<file path="src/rtl/psc_pkg.sv">
// ----------------------------------------------------------------------------
// psc_pkg
// Shared types, constants and character helpers for the Polybius square codec.
// ----------------------------------------------------------------------------
package psc_pkg;

  localparam int unsigned QDEPTH = 2;
  localparam int unsigned QPTR_W = (QDEPTH > 1) ? $clog2(QDEPTH) : 1;
  localparam int unsigned QCNT_W = $clog2(QDEPTH + 1);

  localparam logic [7:0] CHR_ZERO  = 8'h30;
  localparam logic [7:0] CHR_NINE  = 8'h39;
  localparam logic [7:0] CHR_SPACE = 8'h20;
  localparam logic [7:0] CHR_LA    = 8'h61;
  localparam logic [7:0] CHR_LZ    = 8'h7a;
  localparam logic [7:0] CHR_UA    = 8'h41;
  localparam logic [7:0] CHR_UZ    = 8'h5a;
  localparam logic [4:0] IDX_J     = 5'd9;

  localparam logic DIR_ENCRYPT = 1'b0;
  localparam logic DIR_DECRYPT = 1'b1;

  // decrypt parser, one-hot
  typedef enum logic [3:0] {
    PH_LEAD = 4'b0001,
    PH_FREE = 4'b0010,
    PH_HELD = 4'b0100,
    PH_SKIP = 4'b1000
  } psc_phase_e;

  // results caused by one input item; cnt = 0 means none
  typedef struct packed {
    logic [1:0]      cnt;
    logic [2:0][7:0] data;
    logic            has_char;
    logic            last;
  } psc_bundle_t;

  typedef struct packed {
    logic full;
    logic empty;
  } psc_qstat_t;

  function automatic logic is_digit(input logic [7:0] b);
    return (b >= CHR_ZERO) && (b <= CHR_NINE);
  endfunction

  function automatic logic is_letter(input logic [7:0] b);
    return ((b >= CHR_LA) && (b <= CHR_LZ)) || ((b >= CHR_UA) && (b <= CHR_UZ));
  endfunction

  // letter -> {row digit, column digit}; both cases share the low five bits
  function automatic logic [15:0] enc_digits(input logic [7:0] b);
    logic [4:0] idx;
    logic [2:0] row;
    logic [4:0] col;
    idx = b[4:0] - 5'd1;
    if (idx >= IDX_J) idx = idx - 5'd1;
    if (idx >= 5'd20)      row = 3'd4;
    else if (idx >= 5'd15) row = 3'd3;
    else if (idx >= 5'd10) row = 3'd2;
    else if (idx >= 5'd5)  row = 3'd1;
    else                   row = 3'd0;
    col = idx - 5'({2'b00, row} * 5'd5);
    return {CHR_ZERO + 8'(row) + 8'd1, CHR_ZERO + 8'(col) + 8'd1};
  endfunction

  // digit pair -> byte, 8-bit wraparound for pairs outside the square
  function automatic logic [7:0] pair_to_letter(input logic [7:0] hi, input logic [7:0] lo);
    logic [7:0] idx;
    idx = 8'((hi - CHR_ZERO) * 8'd5) + (lo - CHR_ZERO) - 8'd6;
    if ($signed(idx) >= $signed({3'b000, IDX_J})) idx = idx + 8'd1;
    return CHR_LA + idx;
  endfunction

endpackage

</file>
<file path="src/rtl/psc_in_if.sv">
// ----------------------------------------------------------------------------
// psc_in_if
// Input channel: one text byte per transfer with an end-of-text mark.
// ----------------------------------------------------------------------------
interface psc_in_if;
  logic       valid;
  logic       ready;
  logic [7:0] in_byte;
  logic       in_last;

  modport source (output valid, output in_byte, output in_last, input ready);
  modport sink   (input valid, input in_byte, input in_last, output ready);
endinterface

</file>
<file path="src/rtl/psc_out_if.sv">
// ----------------------------------------------------------------------------
// psc_out_if
// Output channel: one result byte per transfer, empty-terminator flag, last mark.
// ----------------------------------------------------------------------------
interface psc_out_if;
  logic       valid;
  logic       ready;
  logic [7:0] out_byte;
  logic       has_char;
  logic       out_last;

  modport source (output valid, output out_byte, output has_char, output out_last,
                  input ready);
  modport sink   (input valid, input out_byte, input has_char, input out_last,
                  output ready);
endinterface

</file>
<file path="src/rtl/polybius_square_stream_codec_unit.sv">
// First result byte of an item: its bundle is written into the queue by the input transfer,
//   then loaded into the output register of the back part, from which it transfers.
// Throughput: one result byte per cycle while the output is ready and bundles are queued;
//   an item gives 1 to 3 result bytes, sent one at a time through the single output register.
// A new input is taken each cycle while the 2-entry bundle queue has room.
// Reset: stream state cleared, direction set to encrypt, queue and output emptied.
// ----------------------------------------------------------------------------
// polybius_square_stream_codec_unit
// Byte-stream 5x5 Polybius square encoder/decoder (J merged into I).
// ----------------------------------------------------------------------------
module polybius_square_stream_codec_unit
  import psc_pkg::*;
(
  input  logic       clk_i,
  input  logic       rst_ni,
  input  logic       cfg_we_i,
  input  logic       cfg_wdata_i,
  psc_in_if.sink     in_i,
  psc_out_if.source  out_o
);

  psc_bundle_t push_data, head;
  psc_qstat_t  qstat;
  logic        push, pop;

  psc_front u_front (
    .clk_i      (clk_i),
    .rst_ni     (rst_ni),
    .cfg_we_i   (cfg_we_i),
    .cfg_wdata_i(cfg_wdata_i),
    .in_s       (in_i),
    .qstat_i    (qstat),
    .push_o     (push),
    .bundle_o   (push_data)
  );

  psc_queue u_queue (
    .clk_i  (clk_i),
    .rst_ni (rst_ni),
    .push_i (push),
    .wdata_i(push_data),
    .pop_i  (pop),
    .rdata_o(head),
    .stat_o (qstat)
  );

  psc_back u_back (
    .clk_i  (clk_i),
    .rst_ni (rst_ni),
    .head_i (head),
    .qstat_i(qstat),
    .pop_o  (pop),
    .out_s  (out_o)
  );

  // an empty terminator is always the final result and carries a zero byte
  a_term_last: assert property (@(posedge clk_i) disable iff (!rst_ni)
    out_o.valid && !out_o.has_char |-> out_o.out_last && (out_o.out_byte == 8'h00))
    else $error("empty terminator without last mark or with data");

  a_qstat: assert property (@(posedge clk_i) disable iff (!rst_ni)
    !(qstat.full && qstat.empty))
    else $error("queue full and empty at once");

  a_no_push_full: assert property (@(posedge clk_i) disable iff (!rst_ni)
    push |-> !qstat.full)
    else $error("bundle pushed into a full queue");

  a_no_pop_empty: assert property (@(posedge clk_i) disable iff (!rst_ni)
    pop |-> !qstat.empty)
    else $error("bundle popped from an empty queue");

endmodule

</file>
<file path="src/rtl/psc_front.sv">
// ----------------------------------------------------------------------------
// psc_front
// Accepts input bytes, runs the encrypt/decrypt classification and stream
// state, and posts the resulting byte bundle to the queue.
// ----------------------------------------------------------------------------
module psc_front
  import psc_pkg::*;
(
  input  logic          clk_i,
  input  logic          rst_ni,
  input  logic          cfg_we_i,
  input  logic          cfg_wdata_i,
  psc_in_if.sink        in_s,
  input  psc_qstat_t    qstat_i,
  output logic          push_o,
  output psc_bundle_t   bundle_o
);

  logic       dir_q;
  logic       sep_q, sep_d;
  psc_phase_e phase_q, phase_d;
  logic [7:0] held_q, held_d;
  logic       accept;

  assign in_s.ready = ~qstat_i.full;
  assign accept     = in_s.valid & in_s.ready;
  assign push_o     = accept & (bundle_o.cnt != 2'd0);

  always_comb begin
    logic [7:0]  b;
    logic        lst;
    logic [15:0] dg;
    logic        tok;
    b        = in_s.in_byte;
    lst      = in_s.in_last;
    dg       = enc_digits(b);
    tok      = 1'b0;
    sep_d    = sep_q;
    phase_d  = phase_q;
    held_d   = held_q;
    bundle_o = '0;
    bundle_o.has_char = 1'b1;
    bundle_o.last     = lst;

    if (dir_q == DIR_ENCRYPT) begin
      sep_d = 1'b1;
      if (is_letter(b)) begin
        if (sep_q) begin
          bundle_o.cnt  = 2'd3;
          bundle_o.data = {dg[7:0], dg[15:8], CHR_SPACE};
        end else begin
          bundle_o.cnt  = 2'd2;
          bundle_o.data = {8'h00, dg[7:0], dg[15:8]};
        end
      end else if (sep_q) begin
        bundle_o.cnt  = 2'd2;
        bundle_o.data = {8'h00, b, CHR_SPACE};
      end else begin
        bundle_o.cnt  = 2'd1;
        bundle_o.data = {16'h0000, b};
      end
    end else begin
      case (phase_q)
        PH_LEAD: begin
          if (b == CHR_SPACE) begin
            if (lst) begin
              bundle_o.cnt      = 2'd1;
              bundle_o.has_char = 1'b0;
            end
          end else begin
            tok = 1'b1;
          end
        end
        PH_FREE: tok = 1'b1;
        PH_HELD: begin
          if (b == CHR_SPACE) begin
            bundle_o.cnt  = 2'd1;
            bundle_o.data = {16'h0000, held_q};
            phase_d       = PH_FREE;
          end else if (is_digit(held_q) && is_digit(b)) begin
            bundle_o.cnt  = 2'd1;
            bundle_o.data = {16'h0000, pair_to_letter(held_q, b)};
            phase_d       = PH_SKIP;
          end else if (lst) begin
            bundle_o.cnt  = 2'd2;
            bundle_o.data = {8'h00, b, held_q};
          end else begin
            // held byte goes out alone, new byte is held
            bundle_o.cnt  = 2'd1;
            bundle_o.data = {16'h0000, held_q};
            held_d        = b;
          end
        end
        PH_SKIP: begin
          if (lst) begin
            bundle_o.cnt      = 2'd1;
            bundle_o.has_char = 1'b0;
          end
          phase_d = PH_FREE;
        end
        default: phase_d = PH_LEAD;
      endcase
      if (tok) begin
        if (lst) begin
          bundle_o.cnt  = 2'd1;
          bundle_o.data = {16'h0000, b};
        end else begin
          held_d  = b;
          phase_d = PH_HELD;
        end
      end
    end

    if (lst) begin
      sep_d   = 1'b0;
      phase_d = PH_LEAD;
      held_d  = 8'h00;
    end
  end

  always_ff @(posedge clk_i or negedge rst_ni) begin
    if (!rst_ni) begin
      dir_q   <= DIR_ENCRYPT;
      sep_q   <= 1'b0;
      phase_q <= PH_LEAD;
      held_q  <= 8'h00;
    end else if (cfg_we_i) begin
      dir_q   <= cfg_wdata_i;
      sep_q   <= 1'b0;
      phase_q <= PH_LEAD;
      held_q  <= 8'h00;
    end else if (accept) begin
      sep_q   <= sep_d;
      phase_q <= phase_d;
      held_q  <= held_d;
    end
  end

endmodule

</file>
<file path="src/rtl/psc_queue.sv">
// ----------------------------------------------------------------------------
// psc_queue
// Short FIFO of result bundles between the front and back parts.
// ----------------------------------------------------------------------------
module psc_queue
  import psc_pkg::*;
(
  input  logic        clk_i,
  input  logic        rst_ni,
  input  logic        push_i,
  input  psc_bundle_t wdata_i,
  input  logic        pop_i,
  output psc_bundle_t rdata_o,
  output psc_qstat_t  stat_o
);

  psc_bundle_t       mem_q [QDEPTH];
  logic [QPTR_W-1:0] wr_ptr_q, rd_ptr_q;
  logic [QCNT_W-1:0] cnt_q;

  assign stat_o.full  = (cnt_q == QCNT_W'(QDEPTH));
  assign stat_o.empty = (cnt_q == '0);
  assign rdata_o      = mem_q[rd_ptr_q];

  function automatic logic [QPTR_W-1:0] ptr_inc(input logic [QPTR_W-1:0] p);
    return (p == QPTR_W'(QDEPTH - 1)) ? '0 : p + 1'b1;
  endfunction

  always_ff @(posedge clk_i) begin
    if (push_i) mem_q[wr_ptr_q] <= wdata_i;
  end

  always_ff @(posedge clk_i or negedge rst_ni) begin
    if (!rst_ni) begin
      wr_ptr_q <= '0;
      rd_ptr_q <= '0;
      cnt_q    <= '0;
    end else begin
      if (push_i) wr_ptr_q <= ptr_inc(wr_ptr_q);
      if (pop_i)  rd_ptr_q <= ptr_inc(rd_ptr_q);
      if (push_i && !pop_i)      cnt_q <= cnt_q + 1'b1;
      else if (pop_i && !push_i) cnt_q <= cnt_q - 1'b1;
    end
  end

endmodule

</file>
<file path="src/rtl/psc_back.sv">
// ----------------------------------------------------------------------------
// psc_back
// Unpacks queued bundles into single result bytes through an output register.
// ----------------------------------------------------------------------------
module psc_back
  import psc_pkg::*;
(
  input  logic        clk_i,
  input  logic        rst_ni,
  input  psc_bundle_t head_i,
  input  psc_qstat_t  qstat_i,
  output logic        pop_o,
  psc_out_if.source   out_s
);

  logic       vld_q;
  logic [7:0] byte_q;
  logic       has_q, last_q;
  logic [1:0] idx_q;
  logic       load, final_one;

  assign load      = (~vld_q | out_s.ready) & ~qstat_i.empty;
  assign final_one = (idx_q == head_i.cnt - 2'd1);
  assign pop_o     = load & final_one;

  assign out_s.valid    = vld_q;
  assign out_s.out_byte = byte_q;
  assign out_s.has_char = has_q;
  assign out_s.out_last = last_q;

  always_ff @(posedge clk_i) begin
    if (load) begin
      byte_q <= head_i.data[idx_q];
      has_q  <= head_i.has_char;
      last_q <= head_i.last & final_one;
    end
  end

  always_ff @(posedge clk_i or negedge rst_ni) begin
    if (!rst_ni) begin
      vld_q <= 1'b0;
      idx_q <= 2'd0;
    end else begin
      if (load)               vld_q <= 1'b1;
      else if (out_s.ready)   vld_q <= 1'b0;
      if (pop_o)     idx_q <= 2'd0;
      else if (load) idx_q <= idx_q + 2'd1;
    end
  end

endmodule

</file>
<file path="src/flat_wrapper.sv">
// flat-port wrapper written by rule: the top's interface ports become plain ports
module polybius_square_stream_codec_unit_flat import psc_pkg::*;
  (clk_i, rst_ni, cfg_we_i, cfg_wdata_i, in_i_valid, in_i_in_byte, in_i_in_last, in_i_ready, out_o_valid, out_o_out_byte, out_o_has_char, out_o_out_last, out_o_ready);
  psc_in_if in_i_i ();
  psc_out_if out_o_i ();
  input  logic clk_i;
  input  logic rst_ni;
  input  logic cfg_we_i;
  input  logic cfg_wdata_i;
  input wire logic [$bits(in_i_i.valid)-1:0] in_i_valid;
  input wire logic [$bits(in_i_i.in_byte)-1:0] in_i_in_byte;
  input wire logic [$bits(in_i_i.in_last)-1:0] in_i_in_last;
  output wire logic [$bits(in_i_i.ready)-1:0] in_i_ready;
  output wire logic [$bits(out_o_i.valid)-1:0] out_o_valid;
  output wire logic [$bits(out_o_i.out_byte)-1:0] out_o_out_byte;
  output wire logic [$bits(out_o_i.has_char)-1:0] out_o_has_char;
  output wire logic [$bits(out_o_i.out_last)-1:0] out_o_out_last;
  input wire logic [$bits(out_o_i.ready)-1:0] out_o_ready;
  assign in_i_i.valid = in_i_valid;
  assign in_i_i.in_byte = in_i_in_byte;
  assign in_i_i.in_last = in_i_in_last;
  assign in_i_ready = in_i_i.ready;
  assign out_o_valid = out_o_i.valid;
  assign out_o_out_byte = out_o_i.out_byte;
  assign out_o_has_char = out_o_i.has_char;
  assign out_o_out_last = out_o_i.out_last;
  assign out_o_i.ready = out_o_ready;
  polybius_square_stream_codec_unit u_core (.clk_i(clk_i), .rst_ni(rst_ni), .cfg_we_i(cfg_we_i), .cfg_wdata_i(cfg_wdata_i), .in_i(in_i_i), .out_o(out_o_i));
endmodule
</file>
<file path="config.mk">
export PLATFORM = sky130hd
export DESIGN_NAME = polybius_square_stream_codec_unit_flat
export DESIGN_NICKNAME = d
export VERILOG_FILES = /design/src/rtl/psc_pkg.sv /design/src/rtl/psc_in_if.sv /design/src/rtl/psc_out_if.sv /design/src/rtl/polybius_square_stream_codec_unit.sv /design/src/rtl/psc_front.sv /design/src/rtl/psc_queue.sv /design/src/rtl/psc_back.sv /design/src/flat_wrapper.sv
export SDC_FILE = /design/constraint.sdc
export NUM_CORES = 1
export LEC_CHECK = 0
export BUFFER_PORTS_ARGS = -buffer_cell sky130_fd_sc_hd__buf_2
export CORE_MARGIN = 2
export CORE_UTILIZATION = 30
export CTS_BUF_LIST = sky130_fd_sc_hd__clkbuf_8
export CTS_CLUSTER_SIZE = 16
export DETAILED_ROUTE_END_ITERATION = 8
export PLACE_DENSITY_LB_ADDON = 0.12
export RECOVER_POWER = 100
export SLEW_MARGIN = 20
export SYNTH_ARGS = -nofsm -noshare
export SYNTH_HDL_FRONTEND = slang
export SYNTH_HIERARCHICAL = 1
export SYNTH_SLANG_ARGS = --single-unit
</file>
<file path="constraint.sdc">
create_clock -name clk_i -period 7.6 [get_ports clk_i]
set_input_delay 1.52 -clock clk_i [delete_from_list [all_inputs] [get_ports clk_i]]
set_output_delay 1.52 -clock clk_i [all_outputs]
set_load 0.01 [all_outputs]
</file>
==> summary.txt, run 1 <==
Layout
  – Final antenna diode count: 0
  – Net count of the finished layout: 665
  – Share of the core filled with cells: 33.5%
  – Leading cell type in the layout, fill and taps excluded: sky130_fd_sc_hd__edfxtp_1
  – Ratio of cells with drive above 1 in the final layout: 10.9%
  – Final-layout fill cell count: 2030
  – Area growth from synthesis to layout: 8.62%
  – Most used cells in the layout excluding fill and tap cells: 66 x sky130_fd_sc_hd__edfxtp_1, 54 x sky130_fd_sc_hd__o21ai_0, 51 x sky130_fd_sc_hd__nand2_1, 38 x sky130_fd_sc_hd__nor2_1, 36 x sky130_fd_sc_hd__inv_1

Synth
  – Synthesized area: 6040 um2
  – Gate count of the mapped netlist: 592
  – Number of nets produced by synthesis: 646
  – Yosys reg bits: 87
  – Number of warnings printed during yosys synthesis: 6
  – Synth cell types: 78
  – Sequential element share of the synthesized area: 41.6%
  – Share of synthesized flip-flops with an asynchronous set or reset: 24.1%
  – Synthesized area per cell: 10.2 um2
  – Synth Flop Type: sky130_fd_sc_hd__edfxtp_1
  – Post-synth EDFFs: 66

STA
  – Total Neg Setup Slack: 0 ns
  – Worst Tran Pin Value: 1.89 ns
  – Number of hold violations in the final report: 0
  – Remaining max-slew budget at the tightest pin: -26.0%
  – Post-route minimum period: 6.42 ns
  – Fin Clk Skew: 0.00839 ns
  – Final Cycle Share: 84.4%
  – RSZ-0062 raised after global routing: no
  – Final Max Slew Viols: 87
  – F_max: 156 MHz
  – Final setup margin: 1.18 ns
  – Setup violations, final: 0

Global routing
  – Number of antenna violations at the first check in global routing: 0
  – GR Util All Layers: 13.9%
  – Leftover overflow at the end of global routing: 0
  – Largest net degree at the start of global routing: 29
  – Wire length of the first global-routing pass: 23300 um
  – Vias in the first global route: 4332

Job
  – Count of max-cap constraint violations: 3

Floorplan
  – Die Span X: 146 um
  – Core area: 19600 um2
  – Starting density of the core: 30.8%
  – Area enclosed by the die boundary: 21300 um2
  – Die Span Y: 146 um
  – Floorplan row count: 51
  – Number of top-level pins: 27

Clocking
  – CTS buffer count: 9
  – Max Buffers Root-to-Sink: 2
  – Clock tree from TritonCTS: yes
  – Clock insertion delay at the later pin of the skew report: 0.37 ns
  – Clock transition at the register clock pins on the worst setup and hold paths after CTS: 0.08 ns
  – Number of hold-repair buffers added at the cts stage: 0
  – Number of H-tree levels: 3
  – Post-cts sizing count: 0
  – Cell at the root of the clock tree: sky130_fd_sc_hd__clkbuf_8
  – Number of buffers inserted by post-CTS setup repair: 0
  – Number of sinks on the clock net: 87

Route
  – Count of antenna-violating nets left after detailed routing: 0
  – Routed wire length per instance: 16.6 um
  – Detailed Route Iter0 Violations: 229
  – Pre-antenna DRT Iters: 4
  – Via/cell ratio: 4.97
  – Overall via count from detail_route: 4375
  – DRC violation count after routing: 0
  – Total Wirelength: 14600 um

Critical path
  – Setup crit start kind: primary input
  – Crit Path Class: primary input to register
  – Required arrival time at the worst endpoint: 7.71 ns
  – Endpoint arrival time on the critical path: 6.53 ns
  – Critical path endpoint category: register
  – CP max FO: 14

Power and ir drop
  – Power density of the placed cells: 333 nW/um2
  – Leak Pwr: 2.42 nW
  – VDD IR max: 0.168 mV

Placed design
  – Detailed placer's ending HPWL: 10800 um
  – Pre-CTS WS: 1.10 ns
  – Number of buffer cells added on primary ports: 26
  – Final GP Congestion: 0.840

Outcome
  – Failing checks: capacitance limit, slew limit
  – Result of the run: finished with violations

Worst hold path
  – Worst min-delay path class: register to register
==> area by class of cell <==
cell class,count,area (um2),area share (%)
Multi-Input combinational cell,445,3230,49.2
Sequential cell,87,2510,38.3
Tap cell,265,332,5.06
Inverter,37,139,2.12
Timing Repair Buffer,31,136,2.08
Clock buffer,9,124,1.89
Clock inverter,7,88.8,1.35
==> cells in the mapped netlist (9+ instances only) <==
| cell type | count | area [um2] |
|---|---|---|
| sky130_fd_sc_hd__xor2_1 | 12 | 105 |
| sky130_fd_sc_hd__mux2i_1 | 15 | 150 |
| sky130_fd_sc_hd__nor3_1 | 18 | 90.1 |
| sky130_fd_sc_hd__mux2_2 | 21 | 236 |
| sky130_fd_sc_hd__inv_1 | 35 | 131 |
| sky130_fd_sc_hd__o21ai_0 | 44 | 220 |
| sky130_fd_sc_hd__and2_1 | 9 | 56.3 |
| sky130_fd_sc_hd__o21ai_1 | 10 | 50.1 |
| sky130_fd_sc_hd__ha_1 | 31 | 388 |
| sky130_fd_sc_hd__nand3_1 | 16 | 80.1 |
| sky130_fd_sc_hd__dfrtp_1 | 20 | 500 |
| sky130_fd_sc_hd__nor2_1 | 38 | 143 |
| sky130_fd_sc_hd__nor2b_1 | 13 | 81.3 |
| sky130_fd_sc_hd__nand2_1 | 51 | 191 |
| sky130_fd_sc_hd__clkbuf_1 | 14 | 52.6 |
| sky130_fd_sc_hd__mux2_4 | 10 | 150 |
| sky130_fd_sc_hd__a21oi_1 | 25 | 125 |
| sky130_fd_sc_hd__xnor2_1 | 24 | 210 |
| sky130_fd_sc_hd__edfxtp_1 | 66 | 1980 |
==> critical path, cell delays in order <==
cell	delay, ns
sky130_fd_sc_hd__clkbuf_1	0.36
sky130_fd_sc_hd__inv_1	0.27
sky130_fd_sc_hd__ha_1	0.64
sky130_fd_sc_hd__nand2_1	0.18
sky130_fd_sc_hd__o32a_1	0.32
sky130_fd_sc_hd__o211ai_1	0.23
sky130_fd_sc_hd__nand2_1	0.17
sky130_fd_sc_hd__inv_1	0.30
sky130_fd_sc_hd__nor2_1	0.12
sky130_fd_sc_hd__a211oi_1	0.24
sky130_fd_sc_hd__a21oi_1	0.06
sky130_fd_sc_hd__o21ai_0	0.21
sky130_fd_sc_hd__ha_1	0.22
sky130_fd_sc_hd__inv_1	0.11
sky130_fd_sc_hd__o41ai_1	0.72
sky130_fd_sc_hd__xnor2_1	0.25
sky130_fd_sc_hd__xnor2_1	0.19
sky130_fd_sc_hd__o21ai_0	0.41
==> metal layers <==
layer	part of all wire (%)	global-route usage, %	routed length, um	up-vias
met3	2.6	1.79	387	12
met1	50	19.3	7250	2098
met5	0	0	0	-
li1	-	-	-	2195
met4	1.3	4.36	191	0
met2	47	22.5	6810	70
==> through the flow <==
stage	instances	hold WS, ns	area (um2)	power (W)
5_1_grt	881	0.521	6560	0.00235
3_3_place_gp	865	0.477	6410	0.00186
4_1_cts	881	0.500	6620	0.00223
3_5_place_dp	865	0.487	6410	0.00187
6_report	881	0.493	6560	0.00218
2_1_floorplan	592	0.455	6040	0.00159
==> kinds of logic (layout without fill, tap and decap cells) <==
logic type / count (synthesis) / count (layout) / share of synthesized area (%)
and+or+nand+nor: 185 / 185 / 15.6
AOI/OAI and AO/OA: 138 / 138 / 15.2
DFF: 87 / 87 / 41.6
buffers and inverters: 60 / 84 / 4.42
muxes: 46 / 46 / 8.89
adders and majority gates: 39 / 39 / 9.08
xor gates and xnor gates: 36 / 36 / 5.22
other: 1 / 1 / 0.0621
==> registers in the layout, indices dropped and copies added, names as in the netlist <==
| register | flops |
|---|---|
| u_core/u_front/phase_q | 4 |
| u_core/u_queue/rd_ptr_q | 1 |
| u_core/u_back/idx_q | 2 |
| u_core/u_front/sep_q | 1 |
| u_core/u_queue/wr_ptr_q | 1 |
| u_core/u_back/out_s.valid | 1 |
| u_core/u_queue/cnt_q | 2 |
| u_core/u_back/out_s.out_byte | 8 |
| u_core/u_queue/mem_q | 56 |
| u_core/u_front/dir_q | 1 |
| u_core/u_back/out_s.has_char | 1 |
| u_core/u_front/held_q | 8 |
| u_core/u_back/out_s.out_last | 1 |
==> final timing paths <==
kind | from | to | slack, ns | cells past startpoint
max | in_i_in_byte[1] | u_core/u_queue/mem_q[1][13] | 1.18 | 18
min | u_core/u_queue/wr_ptr_q | u_core/u_queue/wr_ptr_q | 0.49 | 1
max reg2reg | u_core/u_front/held_q[5] | u_core/u_queue/mem_q[0][8] | 2.11 | 17
min reg2reg | u_core/u_queue/wr_ptr_q | u_core/u_queue/wr_ptr_q | 0.49 | 1
max in group asynchronous | rst_ni | u_core/u_front/held_q[0] | 5.43 | 1
min in group asynchronous | rst_ni | u_core/u_back/idx_q[0] | 1.41 | 1
==> report_power, final <==
part	internal (W)	switching (W)	total [W]
combinational	0.000458	0.000627	0.00109
clock	0.000183	0.000168	0.000351
sequential	0.000669	0.0000751	0.000744
(Power assumes the default switching activity.)
==> inputs of run 2 (changes only) <==
- clock period: 7.6 -> 6.2 ns (I/O delays scaled with it)
==> run 2 against run 1 <==
  * The run still ends with capacitance limit, slew limit left
  * Clock power is 5% higher
  * Via count is 3.2% higher
  * First-iteration DRC count is 7.0% higher
  * Power is 20% higher
  * Largest power group unchanged
  * Wire length is 0.38% higher
  * Critical endpoint unchanged
  * Cell area hardly changed
  * Count of clock-buffer cells in the layout stayed put
  * Hold slack worse by 0.0013 ns
  * Sequential power is 23% higher
==> summary.txt, run 2 (synthesis gave the netlist of run 1 again) <==
Power and ir drop
  – Switching Power: 0.00108 W
  – VDD IR max: 0.235 mV
  – Int Pwr: 0.00153 W
  – Sw Share: 41.3%
  – Power density of the placed cells: 398 nW/um2
  – Sequential power share: 35.0%
  – Leak Pwr: 2.43 nW
  – Part of the total power dissipated in combinational logic: 51.0%
  – Clk pwr share: 14.0%

Layout
  – Final antenna diode count: 0
  – Seq. cell area: 2510 um2
  – Final-layout fill cell count: 2078
  – Most used cells in the layout excluding fill and tap cells: 66 x sky130_fd_sc_hd__edfxtp_1, 54 x sky130_fd_sc_hd__o21ai_0, 51 x sky130_fd_sc_hd__nand2_1, 38 x sky130_fd_sc_hd__nor2_1, 35 x sky130_fd_sc_hd__inv_1
  – Number of flip-flops in the largest register: 56
  – Ratio of cells with drive above 1 in the final layout: 12.1%
  – Net count of the finished layout: 670
  – Leading cell type in the layout, fill and taps excluded: sky130_fd_sc_hd__edfxtp_1
  – Area growth from synthesis to layout: 8.64%
  – Largest register by flop count: u_core/u_queue/mem_q
  – Footprint of the multi-input gates: 3240 um2
  – Number of cells in the finished layout apart from fillers: 886

Route
  – Total Wirelength: 14700 um
  – Count of antenna-violating nets left after detailed routing: 0
  – Overall via count from detail_route: 4517
  – Via/cell ratio: 5.10
  – Pre-antenna DRT Iters: 5
  – Detailed Route Iter0 Violations: 245
  – DRC violation count after routing: 0
  – Routed wire length per instance: 16.6 um

Placed design
  – Detailed placer's ending HPWL: 10800 um
  – Number of cells in the design after placement: 870
  – Number of buffer cells added on primary ports: 26
  – Final GP Congestion: 0.820

Global routing
  – Leftover overflow at the end of global routing: 0
  – Vias in the first global route: 4400
  – Number of antenna violations at the first check in global routing: 0
  – Largest net degree at the start of global routing: 29
  – Wire length of the first global-routing pass: 23500 um
  – GR Util All Layers: 14.0%

Critical path
  – Flop2flop setup slack: 0.94 ns
  – Required arrival time at the worst endpoint: 6.33 ns
  – Critical path's largest stage delay: 0.77 ns
  – Setup crit start kind: primary input
  – Cell breakdown of the critical path: buf_2 > inv_1 > ha_1 > xor2_1 > o32a_1 > o211ai_1 > nand2_1 > inv_1 > nor2_1 > a211oi_1 > a21oi_1 > o21ai_0 > ha_1 > inv_1 > o41ai_1 > xnor2_1 > xnor2_1 > o21ai_0
  – Slowest-stage cell, CP: sky130_fd_sc_hd__o41ai_1
  – Top delay family on crit path: compound AO/OA/AOI/OAI gates
  – Endpoint arrival time on the critical path: 5.87 ns
  – CP max FO: 15
  – Crit path buffers/inverters: 4
  – Library cell appearing most often on the critical path: sky130_fd_sc_hd__inv_1
  – Crit Path Class: primary input to register
  – Critical path endpoint category: register

Clocking
  – Number of H-tree levels: 3
  – Cell at the root of the clock tree: sky130_fd_sc_hd__clkbuf_8
  – Clock insertion delay at the later pin of the skew report: 0.37 ns
  – Max Buffers Root-to-Sink: 2
  – Number of sinks on the clock net: 87
  – Number of hold-repair buffers added at the cts stage: 0
  – Number of buffers inserted by post-CTS setup repair: 0
  – Clock tree from TritonCTS: yes
  – CTS buffer count: 9
  – Clock transition at the register clock pins on the worst setup and hold paths after CTS: 0.10 ns
  – Post-cts sizing count: 0

Job
  – Count of max-cap constraint violations: 3

Floorplan
  – Die Span X: 146 um
  – Die Span Y: 146 um
  – Floorplan row count: 51
  – Number of top-level pins: 27
  – Core area: 19600 um2
  – Area enclosed by the die boundary: 21300 um2
  – Starting density of the core: 30.8%

STA
  – F_max: 174 MHz
  – Fin Clk Skew: 0.0154 ns
  – Post-route minimum period: 5.74 ns
  – Setup violations, final: 0
  – Final Cycle Share: 92.5%
  – RSZ-0062 raised after global routing: no
  – Remaining max-slew budget at the tightest pin: -30.0%
  – Final Max Slew Viols: 87
  – Worst Tran Pin Value: 1.95 ns
  – Total Neg Setup Slack: 0 ns
  – Number of hold violations in the final report: 0

Worst hold path
  – Worst min-delay path class: register to register

Outcome
  – Result of the run: finished with violations
  – Failing checks: capacitance limit, slew limit
==> run 2: cell count changes in the layout (fill, tap and decap cells not counted) <==
cell and change:
sky130_fd_sc_hd__and2_1 +2, sky130_fd_sc_hd__o31ai_2 +1, sky130_fd_sc_hd__clkinv_4 +1, sky130_fd_sc_hd__nor2b_2 +1
sky130_fd_sc_hd__clkinv_2 +1, sky130_fd_sc_hd__bufinv_16 -2, sky130_fd_sc_hd__buf_4 +4, sky130_fd_sc_hd__and2_0 -2
sky130_fd_sc_hd__o31ai_1 -1, sky130_fd_sc_hd__buf_2 +1, sky130_fd_sc_hd__nor2b_1 -1, sky130_fd_sc_hd__inv_6 +1
sky130_fd_sc_hd__inv_1 -1
==> run 2: cell type report <==
class                           count  share of cell area (%)
Clock inverter                      7                   0.725
Multi-Input combinational cell    445                    49.3
Timing Repair Buffer               36                    2.61
Clock buffer                        9                    1.89
Tap cell                          265                    5.06
Inverter                           37                    2.12
Sequential cell                    87                    38.3
==> run 2: power by group through the flow <==
stage | Sequential (W) | Clock, W | Combinational, W
5_1_grt | 0.000935 | 0.000403 | 0.00149
2_1_floorplan | 0.000897 | 0 | 0.00106
3_5_place_dp | 0.000925 | 0 | 0.00137
6_report | 0.000914 | 0.000367 | 0.00133
3_3_place_gp | 0.000921 | 0 | 0.00136
4_1_cts | 0.000912 | 0.000382 | 0.00138
==> run 2: path summary, 6_finish.rpt <==
kind | from | to | depth (start not counted)
setup / recovery | in_i_in_byte[0] | u_core/u_queue/mem_q[1][13] | 18
hold / removal | u_core/u_queue/cnt_q[1] | u_core/u_queue/cnt_q[1] | 1
setup reg to reg | u_core/u_front/held_q[5] | u_core/u_queue/mem_q[0][8] | 18
hold reg to reg | u_core/u_queue/cnt_q[1] | u_core/u_queue/cnt_q[1] | 1
max in group asynchronous | rst_ni | u_core/u_front/held_q[5] | 1
min in group asynchronous | rst_ni | u_core/u_back/out_s.valid | 1
==> run 2: worst reg2reg max path, stage by stage, from the launching register on <==
cell and delay [ns]:
sky130_fd_sc_hd__dfrtp_1 0.46, sky130_fd_sc_hd__ha_1 0.34, sky130_fd_sc_hd__ha_1 0.30, sky130_fd_sc_hd__fa_1 0.46
sky130_fd_sc_hd__ha_1 0.30, sky130_fd_sc_hd__ha_1 0.35, sky130_fd_sc_hd__a21o_1 0.18, sky130_fd_sc_hd__a21o_1 0.18
sky130_fd_sc_hd__or3_1 0.39, sky130_fd_sc_hd__a21o_1 0.27, sky130_fd_sc_hd__a21oi_1 0.36, sky130_fd_sc_hd__xnor2_1 0.20
sky130_fd_sc_hd__ha_1 0.26, sky130_fd_sc_hd__o21ai_0 0.11, sky130_fd_sc_hd__a211oi_1 0.18, sky130_fd_sc_hd__a311oi_1 0.11
sky130_fd_sc_hd__o21ai_0 0.25, sky130_fd_sc_hd__mux2i_1 0.21, sky130_fd_sc_hd__o21ai_0 0.12
==> run 2: per-stage QoR <==
step	worst slack [ns]	cell area [um2]	hold slack [ns]	utilization, %	total power [W]
final	0.462	6560	0.492	33.5	0.00261
after global routing	0.143	6560	0.533	33.5	0.00283
after CTS	0.637	6620	0.498	33.8	0.00267
after detailed placement	0.242	6450	0.484	32.9	0.00230
after global placement	0.428	6450	0.479	32.9	0.00228
after floorplan	0.895	6040	0.455	-	0.00195
==> run 2: layer usage <==
| metal | part of all wire, % | global-route usage, % | wire [um] | vias up |
|---|---|---|---|---|
| met2 | 46 | 22.4 | 6830 | 90 |
| met3 | 2.9 | 2.13 | 419 | 16 |
| met5 | 0 | 0 | 0 | - |
| met4 | 1.5 | 5.00 | 218 | 0 |
| li1 | - | - | - | 2213 |
| met1 | 49 | 19.2 | 7220 | 2198 |
==> inputs of run 3 (changes only) <==
- CORE_UTILIZATION: 30 -> 55
==> run 3 against run 2 <==
  * The flow still finishes with violations (capacitance limit, slew limit)
  * Setup slack improved by 0.14 ns
  * Non-clock buffer count decreased by 1
  * Clock skew decreased by 0.0034 ns
  * First-iteration DRC count increased by 60%
  * Final cell count decreased by 14%
  * Utilization increased by 26 points
  * Sequential power about the same
  * Wire length decreased by 12%
  * Hold slack improved by 0.0070 ns
  * Largest cell class unchanged
==> summary.txt, run 3 (synthesis gave the netlist of run 1 again) <==
Outcome
  – Result of the run: finished with violations
  – Failing checks: capacitance limit, slew limit

STA
  – Final Max Slew Viols: 88
  – RSZ-0062 raised after global routing: no
  – Final Cycle Share: 90.3%
  – Total Neg Setup Slack: 0 ns
  – Setup violations, final: 0
  – Hold slack final: 0.499 ns
  – F_max: 179 MHz
  – Post-route minimum period: 5.60 ns
  – Number of hold violations in the final report: 0
  – Remaining max-slew budget at the tightest pin: -27.3%
  – Worst Tran Pin Value: 1.91 ns
  – Fin Clk Skew: 0.0120 ns

Global routing
  – Vias in the first global route: 4374
  – Largest net degree at the start of global routing: 30
  – GR Util All Layers: 23.1%
  – Wire length of the first global-routing pass: 21200 um
  – Number of antenna violations at the first check in global routing: 0
  – Leftover overflow at the end of global routing: 0

Critical path
  – Required arrival time at the worst endpoint: 6.34 ns
  – Endpoint of the lowest-slack register-to-register path: u_core/u_queue/mem_q[0][6]
  – Flop2flop setup slack: 0.80 ns
  – Termination of the worst setup path: u_core/u_queue/mem_q[0][6]
  – Endpoint arrival time on the critical path: 5.74 ns
  – Critical path endpoint category: register
  – Setup crit start kind: primary input
  – Count of cells along the worst register-to-register path: 18
  – CP max FO: 8
  – Crit Path Class: primary input to register
  – Worst r2r src: u_core/u_front/held_q[4]
  – CP startpoint: in_i_in_byte[5]

Layout
  – Number of flip-flops in the largest register: 56
  – Net count of the finished layout: 669
  – Final antenna diode count: 0
  – Number of cells in the finished layout apart from fillers: 760
  – Most used cells in the layout excluding fill and tap cells: 66 x sky130_fd_sc_hd__edfxtp_1, 51 x sky130_fd_sc_hd__nand2_1, 50 x sky130_fd_sc_hd__o21ai_0, 38 x sky130_fd_sc_hd__nor2_1, 36 x sky130_fd_sc_hd__inv_1
  – Area growth from synthesis to layout: 6.38%
  – Largest register by flop count: u_core/u_queue/mem_q
  – Ratio of cells with drive above 1 in the final layout: 11.5%
  – Leading cell type in the layout, fill and taps excluded: sky130_fd_sc_hd__edfxtp_1
  – Share of the core filled with cells: 59.5%

Power and ir drop
  – Power density of the placed cells: 409 nW/um2
  – Total power draw: 0.00262 W
  – Leak Pwr: 2.44 nW
  – VDD IR max: 0.278 mV

Route
  – Routed wire length per instance: 17.0 um
  – DRC violation count after routing: 0
  – Via/cell ratio: 5.98
  – Total Wirelength: 12900 um
  – Detailed Route Iter0 Violations: 391
  – Count of antenna-violating nets left after detailed routing: 0
  – Overall via count from detail_route: 4542
  – Pre-antenna DRT Iters: 6

Placed design
  – Final GP Congestion: 0.917
  – Number of buffer cells added on primary ports: 26
  – Number of cells in the design after placement: 744
  – Detailed placer's ending HPWL: 9680 um

Clocking
  – Max Buffers Root-to-Sink: 2
  – Clock insertion delay at the later pin of the skew report: 0.36 ns
  – CTS buffer count: 9
  – Post-cts sizing count: 0
  – Clock transition at the register clock pins on the worst setup and hold paths after CTS: 0.09 ns
  – Number of hold-repair buffers added at the cts stage: 0
  – Number of H-tree levels: 3
  – Clock tree from TritonCTS: yes
  – Number of buffers inserted by post-CTS setup repair: 0
  – Number of sinks on the clock net: 87
  – Cell at the root of the clock tree: sky130_fd_sc_hd__clkbuf_8

Floorplan
  – Core area: 10800 um2
  – Floorplan row count: 38
  – Area enclosed by the die boundary: 11800 um2
  – Number of top-level pins: 27
  – Starting density of the core: 55.9%
  – Die Span Y: 109 um
  – Die Span X: 109 um

Job
  – Count of max-cap constraint violations: 3

Worst hold path
  – Worst min-delay path class: register to register
-- run 3: changes by cell type in the layout (fill, tap and decap cells not counted), sizes merged --
cell | previous run | this run
clkbuf | 28 | 27
inv | 36 | 39
bufinv | 0 | 1
clkinv | 7 | 3
-- run 3: area by class of cell --
class / instances / area (um2)
repair buffers: 35 / 168
inverters: 37 / 139
clock inverters: 7 / 71.3
flip-flops and latches: 87 / 2510
fillers: 963 / 4370
well taps: 140 / 175
multi-input cells: 445 / 3240
clock buffers: 9 / 124
-- run 3: power breakdown --
part	leakage [nW]	internal (W)	switching (W)
clock network	0.102	0.000187	0.000209
registers	0.876	0.000820	0.0000909
logic	1.46	0.000565	0.000752
total	2.44	0.00157	0.00105
-- run 3: worst max-delay path: stages --
cell and delay (ns):
sky130_fd_sc_hd__clkbuf_1 0.40, sky130_fd_sc_hd__fa_1 0.50, sky130_fd_sc_hd__ha_1 0.30, sky130_fd_sc_hd__ha_1 0.35
sky130_fd_sc_hd__a21o_1 0.17, sky130_fd_sc_hd__a21o_1 0.17, sky130_fd_sc_hd__or3_1 0.38, sky130_fd_sc_hd__a21o_1 0.25
sky130_fd_sc_hd__a21oi_1 0.38, sky130_fd_sc_hd__xnor2_1 0.17, sky130_fd_sc_hd__ha_1 0.26, sky130_fd_sc_hd__o21ai_0 0.10
sky130_fd_sc_hd__a211oi_1 0.07, sky130_fd_sc_hd__a311oi_1 0.38, sky130_fd_sc_hd__xor2_1 0.19, sky130_fd_sc_hd__mux2i_1 0.10
sky130_fd_sc_hd__o21ai_0 0.33
-- run 3: metal layers --
layer | wire, um | up-vias | global-route usage [%]
met5 | 0 | - | 0
met1 | 5680 | 2198 | 29.5
li1 | - | 2201 | -
met3 | 480 | 29 | 2.69
met2 | 6450 | 114 | 40.4
met4 | 296 | 0 | 8.24
-- run 3: how the worst min path moves through the flow --
stage                       startpoint                      end  slack, ns  depth (start not counted)
3_3_place_gp   u_core/u_queue/cnt_q[1]  u_core/u_queue/cnt_q[1]       0.47                          1
6_report       u_core/u_queue/cnt_q[1]  u_core/u_queue/cnt_q[1]       0.50                          1
5_1_grt        u_core/u_queue/wr_ptr_q  u_core/u_queue/wr_ptr_q       0.53                          1
3_5_place_dp   u_core/u_queue/cnt_q[1]  u_core/u_queue/cnt_q[1]       0.49                          1
2_1_floorplan  u_core/u_queue/wr_ptr_q  u_core/u_queue/wr_ptr_q       0.46                          1
4_1_cts        u_core/u_queue/cnt_q[1]  u_core/u_queue/cnt_q[1]       0.51                          1
-- run 3: metrics by stage --
step	instance area, um2	setup slack [ns]
global route	6420	0.357
global placement	6280	0.583
finish	6420	0.599
floorplan	6040	0.895
detailed placement	6280	0.426
CTS	6480	0.812
